File: src/rtl/uips_pkg.sv
// uips_pkg: shared constants and types for the user id part splitter
// used by the interfaces, uips_track and user_id_part_splitter_unit
package uips_pkg;

  // default limits
  localparam int unsigned MAX_TEXT_LEN_DEF = 256;
  localparam int unsigned MAX_NEST_DEF     = 15;

  // result field widths
  localparam int unsigned START_W = 8;
  localparam int unsigned LEN_W   = 9;

  // characters the parser reacts to
  localparam logic [7:0] CH_LT    = 8'h3C;  // '<'
  localparam logic [7:0] CH_GT    = 8'h3E;  // '>'
  localparam logic [7:0] CH_LPAR  = 8'h28;  // '('
  localparam logic [7:0] CH_RPAR  = 8'h29;  // ')'
  localparam logic [7:0] CH_SPACE = 8'h20;
  localparam logic [7:0] CH_TAB   = 8'h09;

  // part slots
  localparam int unsigned PART_NAME    = 0;
  localparam int unsigned PART_EMAIL   = 1;
  localparam int unsigned PART_COMMENT = 2;
  localparam int unsigned NUM_PARTS    = 3;

  typedef struct packed {
    logic [START_W-1:0] name_start;
    logic [LEN_W-1:0]   name_len;
    logic [START_W-1:0] email_start;
    logic [LEN_W-1:0]   email_len;
    logic [START_W-1:0] comment_start;
    logic [LEN_W-1:0]   comment_len;
    logic               overflow;
  } result_t;

  typedef struct packed {
    logic name_open;
    logic email_busy;
    logic comment_busy;
  } track_status_t;

  function automatic logic is_blank(input logic [7:0] c);
    return (c == CH_SPACE) || (c == CH_TAB);
  endfunction

endpackage

File: src/rtl/uips_if.sv
// uips_in_if / uips_out_if: valid/ready channels of the part splitter
// depends on uips_pkg for the field widths
interface uips_in_if;
  logic       valid;
  logic       ready;
  logic [7:0] ch;
  logic       end_of_text;

  modport source (output valid, output ch, output end_of_text, input ready);
  modport sink   (input valid, input ch, input end_of_text, output ready);
endinterface

interface uips_out_if;
  logic                          valid;
  logic                          ready;
  logic [uips_pkg::START_W-1:0] name_start;
  logic [uips_pkg::LEN_W-1:0]   name_len;
  logic [uips_pkg::START_W-1:0] email_start;
  logic [uips_pkg::LEN_W-1:0]   email_len;
  logic [uips_pkg::START_W-1:0] comment_start;
  logic [uips_pkg::LEN_W-1:0]   comment_len;
  logic                          overflow;

  modport source (output valid, output name_start, output name_len, output email_start,
                  output email_len, output comment_start, output comment_len,
                  output overflow, input ready);
  modport sink   (input valid, input name_start, input name_len, input email_start,
                  input email_len, input comment_start, input comment_len,
                  input overflow, output ready);
endinterface

File: src/rtl/uips_track.sv
// uips_track: running parse state of one user id text and the part records
// depends on uips_pkg; stepped once per item by the top level
module uips_track #(
  parameter int unsigned MAX_TEXT_LEN = uips_pkg::MAX_TEXT_LEN_DEF,
  parameter int unsigned MAX_NEST     = uips_pkg::MAX_NEST_DEF
) (
  input  logic                    clk,
  input  logic                    rst_n,
  input  logic                    step,
  input  logic [7:0]              ch,
  input  logic                    end_of_text,
  output uips_pkg::result_t       res,
  output uips_pkg::track_status_t status
);

  localparam int unsigned POS_W = $clog2(MAX_TEXT_LEN + 1);
  localparam int unsigned DEP_W = $clog2(MAX_NEST + 1);
  localparam logic [POS_W-1:0] POS_LIMIT = POS_W'(MAX_TEXT_LEN);
  localparam logic [DEP_W-1:0] DEP_LIMIT = DEP_W'(MAX_NEST);
  localparam logic [DEP_W-1:0] DEP_ONE   = DEP_W'(1);

  logic [POS_W-1:0] pos_r, pos_nxt;
  logic             name_open_r, name_open_nxt;
  logic [DEP_W-1:0] email_dep_r, email_dep_nxt;
  logic [DEP_W-1:0] cmt_dep_r, cmt_dep_nxt;
  logic [POS_W-1:0] begin_r, begin_nxt;
  logic [POS_W-1:0] nbend_r, nbend_nxt;
  logic [uips_pkg::NUM_PARTS-1:0] found_r, found_nxt;
  logic             ovf_r, ovf_nxt;
  logic [POS_W-1:0] start_r [uips_pkg::NUM_PARTS];
  logic [POS_W-1:0] len_r   [uips_pkg::NUM_PARTS];

  logic [POS_W-1:0] span_len;
  logic [POS_W-1:0] pos_inc;
  logic [uips_pkg::NUM_PARTS-1:0] rec;
  logic             blank;

  assign span_len = (nbend_r > begin_r) ? (nbend_r - begin_r) : '0;
  assign pos_inc  = pos_r + POS_W'(1);
  assign blank    = uips_pkg::is_blank(ch);

  always_comb begin
    pos_nxt       = pos_r;
    name_open_nxt = name_open_r;
    email_dep_nxt = email_dep_r;
    cmt_dep_nxt   = cmt_dep_r;
    begin_nxt     = begin_r;
    nbend_nxt     = nbend_r;
    ovf_nxt       = ovf_r;
    rec           = '0;
    if (step && end_of_text) begin
      pos_nxt       = '0;
      name_open_nxt = 1'b0;
      email_dep_nxt = '0;
      cmt_dep_nxt   = '0;
      begin_nxt     = '0;
      nbend_nxt     = '0;
      ovf_nxt       = 1'b0;
    end else if (step && (pos_r == POS_LIMIT)) begin
      ovf_nxt = 1'b1;
    end else if (step) begin
      if (email_dep_r != '0) begin
        if (ch == uips_pkg::CH_LT) begin
          if (email_dep_r != DEP_LIMIT) email_dep_nxt = email_dep_r + DEP_ONE;
        end else if (ch == uips_pkg::CH_GT) begin
          email_dep_nxt = email_dep_r - DEP_ONE;
          rec[uips_pkg::PART_EMAIL] = (email_dep_r == DEP_ONE);
        end
      end else if (cmt_dep_r != '0) begin
        if (ch == uips_pkg::CH_LPAR) begin
          if (cmt_dep_r != DEP_LIMIT) cmt_dep_nxt = cmt_dep_r + DEP_ONE;
        end else if (ch == uips_pkg::CH_RPAR) begin
          cmt_dep_nxt = cmt_dep_r - DEP_ONE;
          rec[uips_pkg::PART_COMMENT] = (cmt_dep_r == DEP_ONE);
        end
      end else if ((ch == uips_pkg::CH_LT) || (ch == uips_pkg::CH_LPAR)) begin
        // an opening bracket closes a running name
        rec[uips_pkg::PART_NAME] = name_open_r;
        name_open_nxt = 1'b0;
        if (ch == uips_pkg::CH_LT) email_dep_nxt = DEP_ONE;
        else cmt_dep_nxt = DEP_ONE;
        begin_nxt = pos_inc;
      end else if (!name_open_r && !blank) begin
        name_open_nxt = 1'b1;
        begin_nxt     = pos_r;
      end
      if (!blank) nbend_nxt = pos_inc;
      pos_nxt = pos_inc;
    end
  end

  // only the first occurrence of each part is kept
  always_comb begin
    found_nxt = found_r | rec;
    if (step && end_of_text) found_nxt = '0;
  end

  always_ff @(posedge clk) begin
    if (!rst_n) begin
      pos_r       <= '0;
      name_open_r <= 1'b0;
      email_dep_r <= '0;
      cmt_dep_r   <= '0;
      begin_r     <= '0;
      nbend_r     <= '0;
      found_r     <= '0;
      ovf_r       <= 1'b0;
    end else begin
      pos_r       <= pos_nxt;
      name_open_r <= name_open_nxt;
      email_dep_r <= email_dep_nxt;
      cmt_dep_r   <= cmt_dep_nxt;
      begin_r     <= begin_nxt;
      nbend_r     <= nbend_nxt;
      found_r     <= found_nxt;
      ovf_r       <= ovf_nxt;
    end
  end

  always_ff @(posedge clk) begin
    for (int k = 0; k < uips_pkg::NUM_PARTS; k++) begin
      if (rec[k] && !found_r[k]) begin
        start_r[k] <= begin_r;
        len_r[k]   <= span_len;
      end
    end
  end

  // name still running at the end item counts as recorded now
  always_comb begin
    res = '0;
    if (found_r[uips_pkg::PART_NAME]) begin
      res.name_start = uips_pkg::START_W'(start_r[uips_pkg::PART_NAME]);
      res.name_len   = uips_pkg::LEN_W'(len_r[uips_pkg::PART_NAME]);
    end else if (name_open_r) begin
      res.name_start = uips_pkg::START_W'(begin_r);
      res.name_len   = uips_pkg::LEN_W'(span_len);
    end
    if (found_r[uips_pkg::PART_EMAIL]) begin
      res.email_start = uips_pkg::START_W'(start_r[uips_pkg::PART_EMAIL]);
      res.email_len   = uips_pkg::LEN_W'(len_r[uips_pkg::PART_EMAIL]);
    end
    if (found_r[uips_pkg::PART_COMMENT]) begin
      res.comment_start = uips_pkg::START_W'(start_r[uips_pkg::PART_COMMENT]);
      res.comment_len   = uips_pkg::LEN_W'(len_r[uips_pkg::PART_COMMENT]);
    end
    res.overflow = ovf_r;
  end

  assign status.name_open    = name_open_r;
  assign status.email_busy   = (email_dep_r != '0);
  assign status.comment_busy = (cmt_dep_r != '0);

endmodule

File: src/rtl/user_id_part_splitter_unit.sv
// user_id_part_splitter_unit: top level, input register, parser, result register
// depends on uips_pkg, uips_in_if / uips_out_if and uips_track
//
// Takes one byte of a user id text per cycle and, on the end item, gives one
// result with the start and trimmed length of the name, email and comment
// parts (0 when absent) plus an overflow flag for bytes past MAX_TEXT_LEN.
// Every item passes through an input register and is folded into the parse
// state as it leaves that register, so the unit sustains one item per clock
// outside stalls; the result enters the output register when the end item
// leaves the input register. Input stalls only when an end item meets a
// result still held in the output register.
module user_id_part_splitter_unit #(
  parameter int unsigned MAX_TEXT_LEN = uips_pkg::MAX_TEXT_LEN_DEF,
  parameter int unsigned MAX_NEST     = uips_pkg::MAX_NEST_DEF
) (
  input logic       clk,
  input logic       rst_n,
  uips_in_if.sink   in_chan,
  uips_out_if.source out_chan
);

  logic       in_vld_r;
  logic [7:0] in_ch_r;
  logic       in_end_r;
  logic       proc;

  logic              out_vld_r;
  uips_pkg::result_t res_r;
  uips_pkg::result_t res;
  uips_pkg::track_status_t status;

  // a held item moves on unless it is an end item and the result slot is full and not being taken
  assign proc = in_vld_r && (!in_end_r || !out_vld_r || out_chan.ready);
  assign in_chan.ready = !in_vld_r || proc;

  always_ff @(posedge clk) begin
    if (!rst_n) begin
      in_vld_r <= 1'b0;
    end else if (in_chan.ready) begin
      in_vld_r <= in_chan.valid;
    end
  end

  always_ff @(posedge clk) begin
    if (in_chan.valid && in_chan.ready) begin
      in_ch_r  <= in_chan.ch;
      in_end_r <= in_chan.end_of_text;
    end
  end

  uips_track #(
    .MAX_TEXT_LEN (MAX_TEXT_LEN),
    .MAX_NEST     (MAX_NEST)
  ) u_track (
    .clk         (clk),
    .rst_n       (rst_n),
    .step        (proc),
    .ch          (in_ch_r),
    .end_of_text (in_end_r),
    .res         (res),
    .status      (status)
  );

  always_ff @(posedge clk) begin
    if (!rst_n) begin
      out_vld_r <= 1'b0;
    end else if (proc && in_end_r) begin
      out_vld_r <= 1'b1;
    end else if (out_chan.ready) begin
      out_vld_r <= 1'b0;
    end
  end

  always_ff @(posedge clk) begin
    if (proc && in_end_r) res_r <= res;
  end

  assign out_chan.valid         = out_vld_r;
  assign out_chan.name_start    = res_r.name_start;
  assign out_chan.name_len      = res_r.name_len;
  assign out_chan.email_start   = res_r.email_start;
  assign out_chan.email_len     = res_r.email_len;
  assign out_chan.comment_start = res_r.comment_start;
  assign out_chan.comment_len   = res_r.comment_len;
  assign out_chan.overflow      = res_r.overflow;

`ifndef SYNTHESIS
  a_end_gives_result: assert property (@(posedge clk) disable iff (!rst_n)
    proc && in_end_r |=> out_vld_r)
    else $error("end item did not load a result");

  a_end_clears_state: assert property (@(posedge clk) disable iff (!rst_n)
    proc && in_end_r |=> !status.name_open && !status.email_busy && !status.comment_busy)
    else $error("parse state not cleared after end item");

  a_one_bracket_kind: assert property (@(posedge clk) disable iff (!rst_n)
    !(status.email_busy && status.comment_busy))
    else $error("email and comment brackets open at once");

  a_no_drop_result: assert property (@(posedge clk) disable iff (!rst_n)
    out_vld_r && !out_chan.ready |-> !(proc && in_end_r))
    else $error("held result overwritten");
`endif

endmodule
File: src/flat_wrapper.sv
// flat-port wrapper written by rule: the top's interface ports become plain ports
module user_id_part_splitter_unit_flat 
#(
  parameter int unsigned MAX_TEXT_LEN = uips_pkg::MAX_TEXT_LEN_DEF,
  parameter int unsigned MAX_NEST     = uips_pkg::MAX_NEST_DEF
)
  (clk, rst_n, in_chan_valid, in_chan_ch, in_chan_end_of_text, in_chan_ready, out_chan_valid, out_chan_name_start, out_chan_name_len, out_chan_email_start, out_chan_email_len, out_chan_comment_start, out_chan_comment_len, out_chan_overflow, out_chan_ready);
  uips_in_if in_chan_i ();
  uips_out_if out_chan_i ();
  input logic clk;
  input logic rst_n;
  input wire logic [$bits(in_chan_i.valid)-1:0] in_chan_valid;
  input wire logic [$bits(in_chan_i.ch)-1:0] in_chan_ch;
  input wire logic [$bits(in_chan_i.end_of_text)-1:0] in_chan_end_of_text;
  output wire logic [$bits(in_chan_i.ready)-1:0] in_chan_ready;
  output wire logic [$bits(out_chan_i.valid)-1:0] out_chan_valid;
  output wire logic [$bits(out_chan_i.name_start)-1:0] out_chan_name_start;
  output wire logic [$bits(out_chan_i.name_len)-1:0] out_chan_name_len;
  output wire logic [$bits(out_chan_i.email_start)-1:0] out_chan_email_start;
  output wire logic [$bits(out_chan_i.email_len)-1:0] out_chan_email_len;
  output wire logic [$bits(out_chan_i.comment_start)-1:0] out_chan_comment_start;
  output wire logic [$bits(out_chan_i.comment_len)-1:0] out_chan_comment_len;
  output wire logic [$bits(out_chan_i.overflow)-1:0] out_chan_overflow;
  input wire logic [$bits(out_chan_i.ready)-1:0] out_chan_ready;
  assign in_chan_i.valid = in_chan_valid;
  assign in_chan_i.ch = in_chan_ch;
  assign in_chan_i.end_of_text = in_chan_end_of_text;
  assign in_chan_ready = in_chan_i.ready;
  assign out_chan_valid = out_chan_i.valid;
  assign out_chan_name_start = out_chan_i.name_start;
  assign out_chan_name_len = out_chan_i.name_len;
  assign out_chan_email_start = out_chan_i.email_start;
  assign out_chan_email_len = out_chan_i.email_len;
  assign out_chan_comment_start = out_chan_i.comment_start;
  assign out_chan_comment_len = out_chan_i.comment_len;
  assign out_chan_overflow = out_chan_i.overflow;
  assign out_chan_i.ready = out_chan_ready;
  user_id_part_splitter_unit #(.MAX_TEXT_LEN(MAX_TEXT_LEN), .MAX_NEST(MAX_NEST)) u_core (.clk(clk), .rst_n(rst_n), .in_chan(in_chan_i), .out_chan(out_chan_i));
endmodule
File: config.mk
export PLATFORM = sky130hd
export DESIGN_NAME = user_id_part_splitter_unit_flat
export DESIGN_NICKNAME = d
export VERILOG_FILES = /design/src/rtl/uips_pkg.sv /design/src/rtl/uips_if.sv /design/src/rtl/uips_track.sv /design/src/rtl/user_id_part_splitter_unit.sv /design/src/flat_wrapper.sv
export SDC_FILE = /design/constraint.sdc
export NUM_CORES = 1
export LEC_CHECK = 0
export ABC_AREA = 1
export BUFFER_PORTS_ARGS = -buffer_cell sky130_fd_sc_hd__buf_2
export CAP_MARGIN = 30
export CORE_AREA = 2 2 136 138
export DETAILED_ROUTE_END_ITERATION = 10
export DIE_AREA = 0 0 138 140
export GPL_ROUTABILITY_DRIVEN = 0
export GPL_TIMING_DRIVEN = 0
export PLACE_DENSITY = 0.58
export SLEW_MARGIN = 10
export SYNTH_ARGS = -nofsm -noshare
export SYNTH_HDL_FRONTEND = slang
export SYNTH_HIERARCHICAL = 1
export SYNTH_SLANG_ARGS = --single-unit
File: constraint.sdc
create_clock -name clk -period 2.6 [get_ports clk]
set_input_delay 0.13 -clock clk [delete_from_list [all_inputs] [get_ports clk]]
set_output_delay 0.13 -clock clk [all_outputs]
set_load 0.005 [all_outputs]
Word level (Yosys, flattened, before mapping)

Memories as Yosys holds them, arrays and structs flattened. A register that Yosys moved wholly into a read port is not among the register bits.
Cells that the tools add are included.

Register bits after elaboration: 69
Memory bits (writable): 54
Output and inout bits: 54
Logic and storage cells: 142
Memories kept: 2

Add/sub/neg operators: 6
$lt $le $gt $ge: 1
Equality and inequality tests: 16
Muxes and demuxes: 53
Bitwise logic cells: 6
Reduce and logical (&&, ||, !) cells: 43

Memories:

| memory                 | words | width | read ports | clocked after memory_dff | wr ports | RTL line         | source |
|---|---|---|---|---|---|---|---|
| u_core.u_track.len_r   | 3     | 9     | 3          | 2                        | 1        | uips_track.sv:31 | `logic [POS_W-1:0] len_r [uips_pkg::NUM_PARTS];` |
| u_core.u_track.start_r | 3     | 9     | 3          | 2                        | 1        | uips_track.sv:30 | `logic [POS_W-1:0] start_r [uips_pkg::NUM_PARTS];` |

Operators with widths:

| cell                  | number |
|---|---|
| $mux W9               | 7 |
| $mux W4               | 13 |
| $eq A8 B6 Y1 const B  | 5 |
| $reduce_or A9 Y1      | 4 |
| $mux W17              | 2 |
| $mux W1               | 24 |
| $reduce_and A7 Y1     | 2 |
| $logic_not A1 Y1      | 12 |
| $reduce_bool A2 Y1    | 6 |
| $add A9 B1 Y9 const B | 1 |
| $eq A9 B9 Y1 const B  | 1 |
| $gt A9 B9 Y1          | 1 |
| $mux W3               | 3 |
| $ne A3 B3 Y1 const B  | 3 |
| $sub A9 B9 Y9         | 1 |
| $add A4 B1 Y4 const B | 2 |
| $eq A4 B1 Y1 const B  | 2 |
| $eq A8 B4 Y1 const B  | 1 |
| $logic_and A1 B1 Y1   | 8 |
| $mux W2               | 4 |
| $ne A4 B4 Y1 const B  | 2 |
| $reduce_bool A4 Y1    | 2 |
| $sub A4 B1 Y4 const B | 2 |
| $logic_or A1 B1 Y1    | 5 |
| other kinds (7)       | 12 |

Depth between registers and ports, before layout

Depth in word-level cells: 14
Mapped depth: 13

Modules after synthesis

The synthesis kept the hierarchy.

Modules (own cells, without submodules):

| module                     | times used | cells each | area each (sq um) | sequential area each (sq um) |
|---|---|---|---|---|
| uips_track                 | 1          | 651        | 5021.1            | 2332.2 |
| user_id_part_splitter_unit | 1          | 79         | 1950.6            | 1871.8 |

Least setup slack after synthesis

Ideal clock, no wire load.

Path kind: reg2reg
From: reg u_core.in_end_r
To: mem u_core/u_track/len_r[0][18] (netlist bit), enable pin
Setup time: 0.390 ns
Arrival: 2.117 ns
Slack: 0.092 ns
Stages on the path, launching flop included: 6
Path through: edfxtp_1 a31oi_1 nand2_1 inv_1 nand4_1 nor2_1

Longest elaborated chain between the ends: 13
Elaborated cells between the ends (all ways): 24
Those cells by class: 13 x mux; 11 x reduce/logical

Ends and longest elaborated chain:

| item                                                      | RTL line                           | source |
|---|---|---|
| from (decl)                                               | user_id_part_splitter_unit.sv:24   | `logic in_end_r;` |
| from (signal assigned)                                    | user_id_part_splitter_unit.sv:47   | `in_end_r <= in_chan.end_of_text;` |
| $logic_not A1 Y1 (*)                                      | user_id_part_splitter_unit.sv:33   | `assign proc = in_vld_r && (!in_end_r \|\| !out_vld_r \|\| out_chan.ready);` |
| $logic_or A1 B1 Y1 (*) (2 in a row)                       | user_id_part_splitter_unit.sv:33   |  |
| $logic_and A1 B1 Y1 (*)                                   | user_id_part_splitter_unit.sv:33   |  |
| named net u_core.proc                                     | user_id_part_splitter_unit.sv:25   | `logic proc;` |
| $mux W3 or $logic_and A1 B1 Y1 (tied branches)            | uips_track.sv:61, uips_track.sv:59 |  |
| $mux W3                                                   | uips_track.sv:59                   | `end else if (step && (pos_r == POS_LIMIT)) begin` |
| $mux W3 (*)                                               | uips_track.sv:51                   | `if (step && end_of_text) begin` |
| $logic_and A1 B1 Y1                                       | uips_track.sv:122                  | `if (rec[k] && !found_r[k]) begin` |
| $mux W1                                                   | uips_track.sv:122                  |  |
| $mux W1 (not written as such)                             | uips_track.sv:124                  | `len_r[k] <= span_len;` |
| $reduce_or A9 Y1 (no line)                                | -                                  |  |
| $mux W2 (no line) or $mux W1 (tied branches) (2 in a row) | -                                  |  |
| to (decl)                                                 | uips_track.sv:31                   |  |

Mark *: on every way through the listed nets, which the timed path passes. The rest lies on a longest branch.

Worst setup path in the final report

From: reg u_core.u_track.pos_r[0]
To: mem u_core/u_track/len_r[0][14] (netlist bit), enable pin

Longest elaborated chain between the ends: 10
Elaborated cells between the ends (all ways): 19
Those cells by class: 1 x eq/ne; 12 x mux; 6 x reduce/logical

Ends and longest elaborated chain:

| item                                                      | RTL line          | source |
|---|---|---|
| from (decl)                                               | uips_track.sv:22  | `logic [POS_W-1:0] pos_r, pos_nxt;` |
| from (signal assigned)                                    | uips_track.sv:109 | `pos_r <= pos_nxt;` |
| $eq A9 B9 Y1 (*)                                          | uips_track.sv:59  |  |
| $logic_and A1 B1 Y1 (*)                                   | uips_track.sv:59  |  |
| $mux W3 (*)                                               | uips_track.sv:59  |  |
| $mux W3 (*)                                               | uips_track.sv:51  |  |
| $logic_and A1 B1 Y1                                       | uips_track.sv:122 |  |
| $mux W1                                                   | uips_track.sv:122 |  |
| $mux W1 (not written as such)                             | uips_track.sv:124 |  |
| $reduce_or A9 Y1 (no line)                                | -                 |  |
| $mux W2 (no line) or $mux W1 (tied branches) (2 in a row) | -                 |  |

Every way passes the cells marked *; elsewhere a longest branch is shown, timed or not.

==> results.txt <==
- Final critical-path required period: 2400 ps
- Net count of the mapped netlist: 760
- After technology mapping, the gate count stands at 729.
- Count of H-tree levels built during CTS: 4
* DP HPWL: 9990 um
- Global-route usage over all layers: 14.9%
* Net switching power figure: 1.40 mW
- Aggregate global routing overflow: 0
* Detailed Route WL: 13800 um
- Setup violations remaining at the end of the flow were counted as 0.
- Starting Density: 39.2%
* CTS tree: done
* First drt pass iteration count: 4
- IR Drop Worst-Case VDD: 0.000454 V
* Total internal power: 4.13 mW
- The first routing iteration left 237 violations.
- The placed instances occupy a cell area of 7640 sq um.
* Average detailed-routed wire length per instance: 12.9 um
- Pin count of the biggest net entering global routing: 38
* Relative contribution of the clock network to total power: 40.6%
- The most critical setup path has its endpoint at u_core/u_track/len_r[0][14].
- The run finished with clean final reports.
- Measured in cells, the most critical reg-to-reg path has a length of 10.
* Mean area per synthesized cell: 9.55 sq um
* Post-synthesis to final-layout area growth: 19.5%
- The number of antenna violations at the first check in global routing came to 0.
- Final clock period utilization by the worst path: 92.3%
- Fraction of layout instances using a drive strength above 1: 17.1%
- Clock tree synthesis selected as its root buffer the cell sky130_fd_sc_hd__clkbuf_16.
* Die Area: 19300 sq um
- Type of the tightest min-delay check: in -> reg
* F_max: 417 MHz
- Max-slew violation count: 0
- Between clock sinks in the finished design, the worst skew comes to 11.7 ps.
* Flop pwr share: 49.9%
- Once layout is done, the placed cells without fillers occupy 8320 sq um.
- Measured along the y axis, the die boundary spans 140 um.
- The via count of the first global-routing pass was 4615.
- The clock reaches the later pin of the worst-skew pair after 410 ps.
* Kind of start point of the critical path: flop
- After clock tree synthesis, the clock-pin slew on the worst setup and hold paths is 60 ps.
- Worst Setup End Kind: flop
- Worst setup path start: u_core/u_track/pos_r[0]
* Number of max-cap violations: 0
* CTS buffer count: 17
- The clock net in this run drives a total of 154 sinks.
- In this run the critical register-to-register path is captured at u_core/u_track/len_r[0][14].
* Yosys synthesis warning count: 6
* Reg2Reg Setup Slack: 200 ps
- Power density of the placed cells: 664 nW/um^2
* Clk buf depth: 2
* Number of rows created at floorplan: 49
* Vias per Instance: 4.58
- By startpoint and endpoint, the worst setup path is classified as reg -> reg.
- In this run the tightest slew margin relative to its limit is 52.2%.
* Final-report hold violation count: 0
- Critical-path maximum fanout: 13
- Transition time of the tightest slew-check pin: 714 ps
- Startpoint of the lowest-slack register-to-register path: u_core/u_track/pos_r[0]
- After detailed placement, the design holds a cell count of 1027.
- Arrival @ worst endpoint: 2520 ps
* Count of unresolved DRC violations after routing: 0
- Setup total negative slack on the finished layout was measured at 0 ps.
* Unrepaired setup endpoints after global routing: no
* Switching fraction of total power: 25.3%
- Wire length of the first global-routing pass: 23000 um
* Required arrival time at the worst endpoint: 2720 ps
* Routed vias: 4896
- In this run the tool buffered the top-level ports with 66 buffer cells.
- In this run the count of I/O pins placed on the die edge is 67.
- Core area: 17800 sq um
- The floorplan step set the die width to 138 um.
- Count of non-filler cells in the finished layout: 1070
- Number of nets in the finished design: 860
- In this run the cell area of the synthesized design comes to 6960 sq um.
- Residual antenna-violating net count after detailed routing: 0
- N_diodes: 0
* Share of total power in combinational logic: 9.5%
- Lkg Pwr: 3.73 nW
how the worst min path moves through the flow:
| stage | start | to | slack [ps] | cells after the start |
|---|---|---|---|---|
| 4_1_cts | out_chan_ready | u_core/in_vld_r | 30 | 4 |
| 3_3_place_gp | in_chan_ch[2] | u_core/in_ch_r[2] | 310 | 1 |
| 6_report | out_chan_ready | u_core/in_vld_r | 40 | 4 |
| 3_5_place_dp | in_chan_ch[0] | u_core/in_ch_r[0] | 310 | 1 |
| 2_1_floorplan | rst_n | u_core/out_chan.valid | 230 | 2 |
| 5_1_grt | out_chan_ready | u_core/in_vld_r | 50 | 4 |
cells in the final DEF, fill, tap and decap left out, drive strengths merged:
cell type / n
o21a: 1
nor3: 3
a21o: 2
clkinv: 7
nand3: 44
edfxtp: 112
buf: 78
a21oi: 34
clkinvlp: 3
a31oi: 2
a22o: 1
fa: 1
clkbuf: 24
nand2: 210
o21ai: 29
dlygate4sd3: 11
xor2: 5
nor2: 86
dfxtp: 42
xnor2: 4
nand4: 8
a211oi: 2
nand3b: 2
inv: 113
ha: 17
power by group through the flow:
| stage | registers (mW) | logic [mW] | clock network [mW] |
|---|---|---|---|
| after floorplan | 2.80 | 0.361 | 0 |
| final | 2.75 | 0.526 | 2.24 |
| after CTS | 2.75 | 0.528 | 2.30 |
| after detailed placement | 2.81 | 0.510 | 0 |
| after global routing | 2.76 | 0.600 | 2.42 |
| after global placement | 2.81 | 0.501 | 0 |
worst max-delay path: stages (launching register included):
cell	delay (ps)
sky130_fd_sc_hd__dfxtp_1	400
sky130_fd_sc_hd__inv_1	120
sky130_fd_sc_hd__ha_1	220
sky130_fd_sc_hd__nand2_1	80
sky130_fd_sc_hd__nor2_1	70
sky130_fd_sc_hd__nand2_2	100
sky130_fd_sc_hd__nand2_1	180
sky130_fd_sc_hd__inv_2	190
sky130_fd_sc_hd__nand4_1	270
sky130_fd_sc_hd__nor2_4	280
sky130_fd_sc_hd__buf_8	190
registers in the layout (all words and copies together) (netlist names), 9 cells and up:
name,cells
u_core/u_track/pos_r,9
u_core/out_chan.comment_len,9
u_core/u_track/len_r,27
u_core/u_track/begin_r,9
u_core/out_chan.name_len,9
u_core/u_track/nbend_r,9
u_core/out_chan.email_len,9
u_core/u_track/start_r,24
metal layers:
layer	track usage, %	wire, um	part of all wire [%]	vias to the layer above
li1	-	-	-	2566
met1	19.2	6480	47	2223
met2	25.2	6550	48	99
met3	3.32	605	4.4	8
met4	4.51	125	0.91	0
met5	0	0	0	-
area by class of cell:
| class | instances | area, sq um |
|---|---|---|
| Clock inverter | 14 | 116 |
| Tap cell | 229 | 287 |
| Clock buffer | 17 | 425 |
| Multi-Input combinational cell | 451 | 2280 |
| Timing Repair Buffer | 81 | 498 |
| Inverter | 109 | 419 |
| Buffer | 15 | 86.3 |
| Fill cell | 1711 | 9460 |
| Sequential cell | 154 | 4200 |
repair_timing:
item                       4_1_cts  5_1_grt
hold buffers                    11        0
hold endpoints to repair        11        0
gates cloned                     0        0
buffers inserted                 0        1
resized for setup                2        3
setup endpoints to repair       42       30
pin swaps                        0        1
through the flow:
stage	setup slack [ps]	hold slack, ps	power, mW	utilization, %
global placement	-840	306	3.31	42.6
global route	2.27	53.4	5.78	46.8
finish	200	43.4	5.53	46.8
detailed placement	-117	308	3.32	43.0
floorplan	92.2	228	3.16	-
CTS	49.2	27.4	5.59	46.7
Power figures use the tool's default switching activity.
